### src/design/abam_pkg.sv
`default_nettype none

package abam_pkg;

	// default window length as a power of two and converter resolution
	localparam int unsigned LOG_WINDOW_DEF  = 6;
	localparam int unsigned SAMPLE_BITS_DEF = 12;

	// control from the handshake logic to the accumulator
	typedef struct packed {
		logic accept;     // an input beat is taken this cycle
		logic out_load;   // output register takes a new result
	} ctrl_t;

endpackage

`default_nettype wire

### src/design/abam_cell.sv
`default_nettype none

// one tap of the sample delay line
module abam_cell #(
	parameter int unsigned SAMPLE_BITS = abam_pkg::SAMPLE_BITS_DEF
) (
	input  wire logic                   clk,
	input  wire logic                   shift,
	input  wire logic [SAMPLE_BITS-1:0] d,
	output logic      [SAMPLE_BITS-1:0] q
);

	logic [SAMPLE_BITS-1:0] tap_q;

	always_ff @(posedge clk) begin
		if (shift) begin
			tap_q <= d;
		end
	end

	assign q = tap_q;

endmodule

`default_nettype wire

### src/design/abam_accum.sv
`default_nettype none

// running window sum, held average and output register
module abam_accum #(
	parameter int unsigned LOG_WINDOW  = abam_pkg::LOG_WINDOW_DEF,
	parameter int unsigned SAMPLE_BITS = abam_pkg::SAMPLE_BITS_DEF
) (
	input  wire logic                   clk,
	input  wire logic                   arst_n,
	input  wire abam_pkg::ctrl_t        ctrl,
	input  wire logic [SAMPLE_BITS-1:0] sample,
	input  wire logic [SAMPLE_BITS-1:0] oldest,
	output logic      [SAMPLE_BITS-1:0] average,
	output logic      [SAMPLE_BITS-1:0] magnitude,
	output logic                        window_full
);

	localparam int unsigned SUM_W = SAMPLE_BITS + LOG_WINDOW;
	localparam logic [SAMPLE_BITS-1:0] MID = {1'b0, {(SAMPLE_BITS-1){1'b1}}};
	localparam logic [LOG_WINDOW-1:0]  LAST_POS = {LOG_WINDOW{1'b1}};

	logic [LOG_WINDOW-1:0]  pos_q;
	logic                   filled_q;
	logic [SUM_W-1:0]       sum_q;
	logic [SAMPLE_BITS-1:0] held_q;

	logic                   filled_next;
	logic [SUM_W-1:0]       sum_next;
	logic [SAMPLE_BITS-1:0] held_next;
	logic [SAMPLE_BITS-1:0] mag_next;
	logic [SAMPLE_BITS-1:0] avg_q;
	logic [SAMPLE_BITS-1:0] mag_q;
	logic                   full_q;

	always_comb begin
		filled_next = filled_q | (pos_q == LAST_POS);
		// oldest tap only counts once the line holds a whole window
		sum_next = sum_q - (filled_q ? {{LOG_WINDOW{1'b0}}, oldest} : {SUM_W{1'b0}})
			+ {{LOG_WINDOW{1'b0}}, sample};
		held_next = filled_next ? sum_next[SUM_W-1 -: SAMPLE_BITS] : held_q;
		mag_next = (held_next >= MID) ? (held_next - MID) : (MID - held_next);
	end

	always_ff @(posedge clk or negedge arst_n) begin
		if (!arst_n) begin
			pos_q    <= '0;
			filled_q <= 1'b0;
			sum_q    <= '0;
			held_q   <= MID;
		end else if (ctrl.accept) begin
			pos_q    <= pos_q + 1'b1;
			filled_q <= filled_next;
			sum_q    <= sum_next;
			held_q   <= held_next;
		end
	end

	always_ff @(posedge clk) begin
		if (ctrl.out_load) begin
			avg_q  <= held_next;
			mag_q  <= mag_next;
			full_q <= filled_next;
		end
	end

	assign average     = avg_q;
	assign magnitude   = mag_q;
	assign window_full = full_q;

endmodule

`default_nettype wire

### src/design/adc_boxcar_average_magnitude.sv
`default_nettype none

// channel   dir  handshake              payload
// input     in   in_valid / in_stall    sample
// output    out  out_valid / out_stall  average, magnitude, window_full
//
// one beat per cycle while in_stall is low; a result follows in the next cycle
// the rate is set by the sum update (add new tap, drop oldest tap)
// reset clears position, fill flag and sum, sets the held average to midscale;
// the delay line keeps its taps, read only once a whole window has been written
// in_stall is raised only while a result waits and out_stall holds it

module adc_boxcar_average_magnitude #(
	parameter int unsigned LOG_WINDOW  = abam_pkg::LOG_WINDOW_DEF,
	parameter int unsigned SAMPLE_BITS = abam_pkg::SAMPLE_BITS_DEF
) (
	input  wire logic                   clk,
	input  wire logic                   arst_n,
	input  wire logic                   in_valid,
	output logic                        in_stall,
	input  wire logic [SAMPLE_BITS-1:0] sample,
	output logic                        out_valid,
	input  wire logic                   out_stall,
	output logic      [SAMPLE_BITS-1:0] average,
	output logic      [SAMPLE_BITS-1:0] magnitude,
	output logic                        window_full
);

	localparam int unsigned TAPS = 1 << LOG_WINDOW;

	abam_pkg::ctrl_t        ctrl;
	logic                   out_valid_q;
	// tap_line[0] is the new sample, tap_line[TAPS] the one a window old
	logic [SAMPLE_BITS-1:0] tap_line [TAPS+1];

	// input is held off only while the output register is full and stalled
	assign in_stall      = out_valid_q & out_stall;
	assign ctrl.accept   = in_valid & ~in_stall;
	assign ctrl.out_load = ctrl.accept;

	always_ff @(posedge clk or negedge arst_n) begin
		if (!arst_n) begin
			out_valid_q <= 1'b0;
		end else if (ctrl.accept) begin
			out_valid_q <= 1'b1;
		end else if (!out_stall) begin
			out_valid_q <= 1'b0;
		end
	end

	assign out_valid   = out_valid_q;
	assign tap_line[0] = sample;

	// delay line: every accepted beat moves each tap one cell along
	for (genvar i = 0; i < TAPS; i++) begin : g_cell
		abam_cell #(
			.SAMPLE_BITS(SAMPLE_BITS)
		) u_cell (
			.clk  (clk),
			.shift(ctrl.accept),
			.d    (tap_line[i]),
			.q    (tap_line[i+1])
		);
	end

	abam_accum #(
		.LOG_WINDOW (LOG_WINDOW),
		.SAMPLE_BITS(SAMPLE_BITS)
	) u_accum (
		.clk        (clk),
		.arst_n     (arst_n),
		.ctrl       (ctrl),
		.sample     (sample),
		.oldest     (tap_line[TAPS]),
		.average    (average),
		.magnitude  (magnitude),
		.window_full(window_full)
	);

endmodule

`default_nettype wire

### config.mk
export PLATFORM = sky130hd
export DESIGN_NAME = adc_boxcar_average_magnitude
export DESIGN_NICKNAME = d
export VERILOG_FILES = /design/src/design/abam_pkg.sv /design/src/design/abam_cell.sv /design/src/design/abam_accum.sv /design/src/design/adc_boxcar_average_magnitude.sv
export SDC_FILE = /design/constraint.sdc
export NUM_CORES = 1
export LEC_CHECK = 0
export BUFFER_PORTS_ARGS = -buffer_cell sky130_fd_sc_hd__buf_2
export CAP_MARGIN = 20
export CORE_ASPECT_RATIO = 1.5
export CORE_MARGIN = 2
export CORE_UTILIZATION = 50
export DETAILED_ROUTE_END_ITERATION = 7
export PLACE_DENSITY = 0.69
export SLEW_MARGIN = 15
export SYNTH_ARGS = -nofsm -noshare
export SYNTH_HDL_FRONTEND = slang
export SYNTH_SLANG_ARGS = --single-unit
### constraint.sdc
create_clock -name clk -period 64.4 [get_ports clk]
set_clock_uncertainty 0.2 [all_clocks]
set_input_delay 6.44 -clock clk [delete_from_list [all_inputs] [get_ports clk]]
set_output_delay 6.44 -clock clk [all_outputs]
set_load 0.01 [all_outputs]
==> out/metrics.cfg <==
[placement]
dp_hpwl_um = 17800
numPortBuffers = 42
dpl-instance-area_sq_um = 28300
place_congestion = 0.789
place_inst = 1936

[timing]
min_period_over_period_pct = 20.9
final-hold-violation-count = 0
fmax_mhz = 74.3
tns_ns = 0
fin_crit_ns = 13.46
hold_ws_ns = 0.207
worst_slew_pin_slew_ns = 1.03
grt_setup_unrepaired = no
relSlewSlack_pct = 31.2
setup_viol = 0
finalMaxSlewViolations = 0

[status]
status = finished clean

[final_layout]
nNetsFinal = 1372
diodes = 0
layout-drive-gt1-share_pct = 13.5
area_growth_pct = 12.5
instances_no_fill = 2070
finish.instance_area_sq_um = 30700
n_fill_cell = 3886
postLayoutCoreUtil_pct = 57.0

[synth]
async_flop_share_pct = 4.57
synth.top_cell.area_share_pct = 87.2
ys_ff_latch = 831
synth_ff_type = edfxtp_1
synthTopCellsByCount = edfxtp_1, nand2_1, inv_1
syn_area_per_cell_sq_um = 22.4
synth_area_leaders = edfxtp_1, dfrtp_1, dfstp_2
yosysWarningCount = 0
synth_edf_count = 793
synth_cell_types = 62
yosysMostFrequentCell = edfxtp_1
synthCells = 1216
synth_area_sq_um = 27300
synth_nets = 1264
ys_seq_area_share_pct = 90.8
synth_top_cell_by_area = edfxtp_1

[floorplan]
start_util_pct = 50.7
io_pins = 43
die_area_sq_um = 56500
core_sq_um = 53900
row_count = 104
die_w_um = 195
die_y_um = 290

[global_routing]
grt_pass1_vias = 10213
grt_usage_pct = 12.6
antenna_found_initial = 0
grt_max_degree = 232
overflow = 0
grt_pass1_wl_um = 55300

[worst_setup_path]
worstPathMaxFanout = 3
path_class = in -> out
path_cells = buf_2 -> nand2_1 -> inv_1 -> buf_2
cp_common_cell = buf_2
worstSetupStartpointType = input port
cp_num_buf_inv = 3
r2r_setup_slack_ns = 59.75
crit_family = buffers and inverters
arrival_ns = 6.82
critical_path.max_stage_delay_ns = 0.13
required_ns = 57.76
endpoint_kind = output port
slowest_stage = buf_2

[clocking]
htreeDepth = 3
cts_buffer_depth = 3
hold_buffers = 0
clock_sinks = 831
cts_setup_buffers = 0
clk_latency_ns = 0.60
cts_buffers = 72
cts_resized = 0
tritoncts = built
cts_root_buffer = clkbuf_16
clkTransAtPathRegs_ns = 0.06

[route]
drtIter0Drc = 885
routed_wl_um = 35100
viasPerCell = 5.02
wire_per_inst_um = 16.9
firstDrtPassIters = 5
drc = 0
vias = 10398
antenna_left = 0

[worst_hold_path]
hp-class = reg -> reg

[power_and_ir_drop]
p_leak_nw = 10.5
ir_worst_vdd_mv = 0.0290
power_density_nw_per_um2 = 40.0

[job]
max-cap-violations = 0

-- per-layer routing --
layer | vias up | track usage, % | wire, um
met1 | 5259 | 18.5 | 16800
met2 | 210 | 18.5 | 15700
met3 | 62 | 2.62 | 1720
met5 | - | 0 | 0
met4 | 0 | 5.44 | 878
li1 | 4867 | - | -
-- state kept, by name, indices dropped and copies added (netlist names) --
| register | count |
|---|---|
| u_accum.magnitude | 12 |
| u_accum.sum_q | 18 |
| out_valid | 1 |
| u_accum.held_q | 12 |
| u_accum.pos_q | 6 |
| u_accum.window_full | 1 |
| u_accum.average | 12 |
| u_accum.filled_q | 1 |
| g_cell.u_cell.q | 768 |
-- report_power, final --
group	leakage, nW	total, W	switching (W)	internal [W]
Sequential	8.00	0.000657	0.0000146	0.000642
Combinational	1.38	0.000152	0.0000965	0.0000560
Clock	1.12	0.000420	0.000181	0.000238
-- metrics by stage --
stage          total power (W)  setup slack, ns
6_report               0.00123            50.94
5_1_grt                0.00128            50.92
4_1_cts                0.00124            50.95
3_5_place_dp          0.000818            50.95
3_3_place_gp          0.000813            50.95
2_1_floorplan         0.000813            34.16
-- cell type report --
cell class	count	area, sq um	area share, %
Multi-Input combinational cell	302	2150	6.99
Clock buffer	91	1980	6.44
Tap cell	689	862	2.81
Inverter	65	251	0.819
Sequential cell	831	24800	80.7
Clock inverter	40	330	1.08
Timing Repair Buffer	52	358	1.17
-- path summary, 6_finish.rpt --
check                                  startpoint                     end  cells after the start
setup / recovery                        out_stall                in_stall                      4
setup reg to reg                 u_accum.filled_q    u_accum.magnitude[1]                     14
min in group asynchronous                  arst_n               out_valid                      1
max in group asynchronous                  arst_n        u_accum.sum_q[8]                      1
hold reg to reg            g_cell[47].u_cell.q[3]  g_cell[48].u_cell.q[3]                      0
hold / removal             g_cell[47].u_cell.q[3]  g_cell[48].u_cell.q[3]                      0
-- kinds of logic (layout without fill, tap and decap cells) --
family	Yosys count	after routing	synth area share, %
flip-flops	831	831	90.8
AND/OR/NAND/NOR	136	136	2.43
multiplexers	10	10	0.403
buffers and inverters	83	248	1.36
adder cells (fa/ha/maj)	32	32	1.80
AO/OA/AOI/OAI	95	95	2.31
XOR/XNOR	29	29	0.931
-- layout by cell type, fill, tap and decap left out, types with 7 or more instances in the layout --
master / instances
a21oi_1: 25
and2_1: 14
buf_2: 42
clkbuf_1: 13
clkbuf_16: 76
clkinv_1: 22
clkinv_2: 7
dfrtp_1: 27
dfstp_2: 11
edfxtp_1: 793
fa_1: 12
ha_1: 20
inv_1: 63
nand2_1: 66
nand3_1: 7
nor2_1: 22
o21ai_0: 28
xnor2_1: 20
xor2_1: 9
Power figures use the tool's default switching activity.
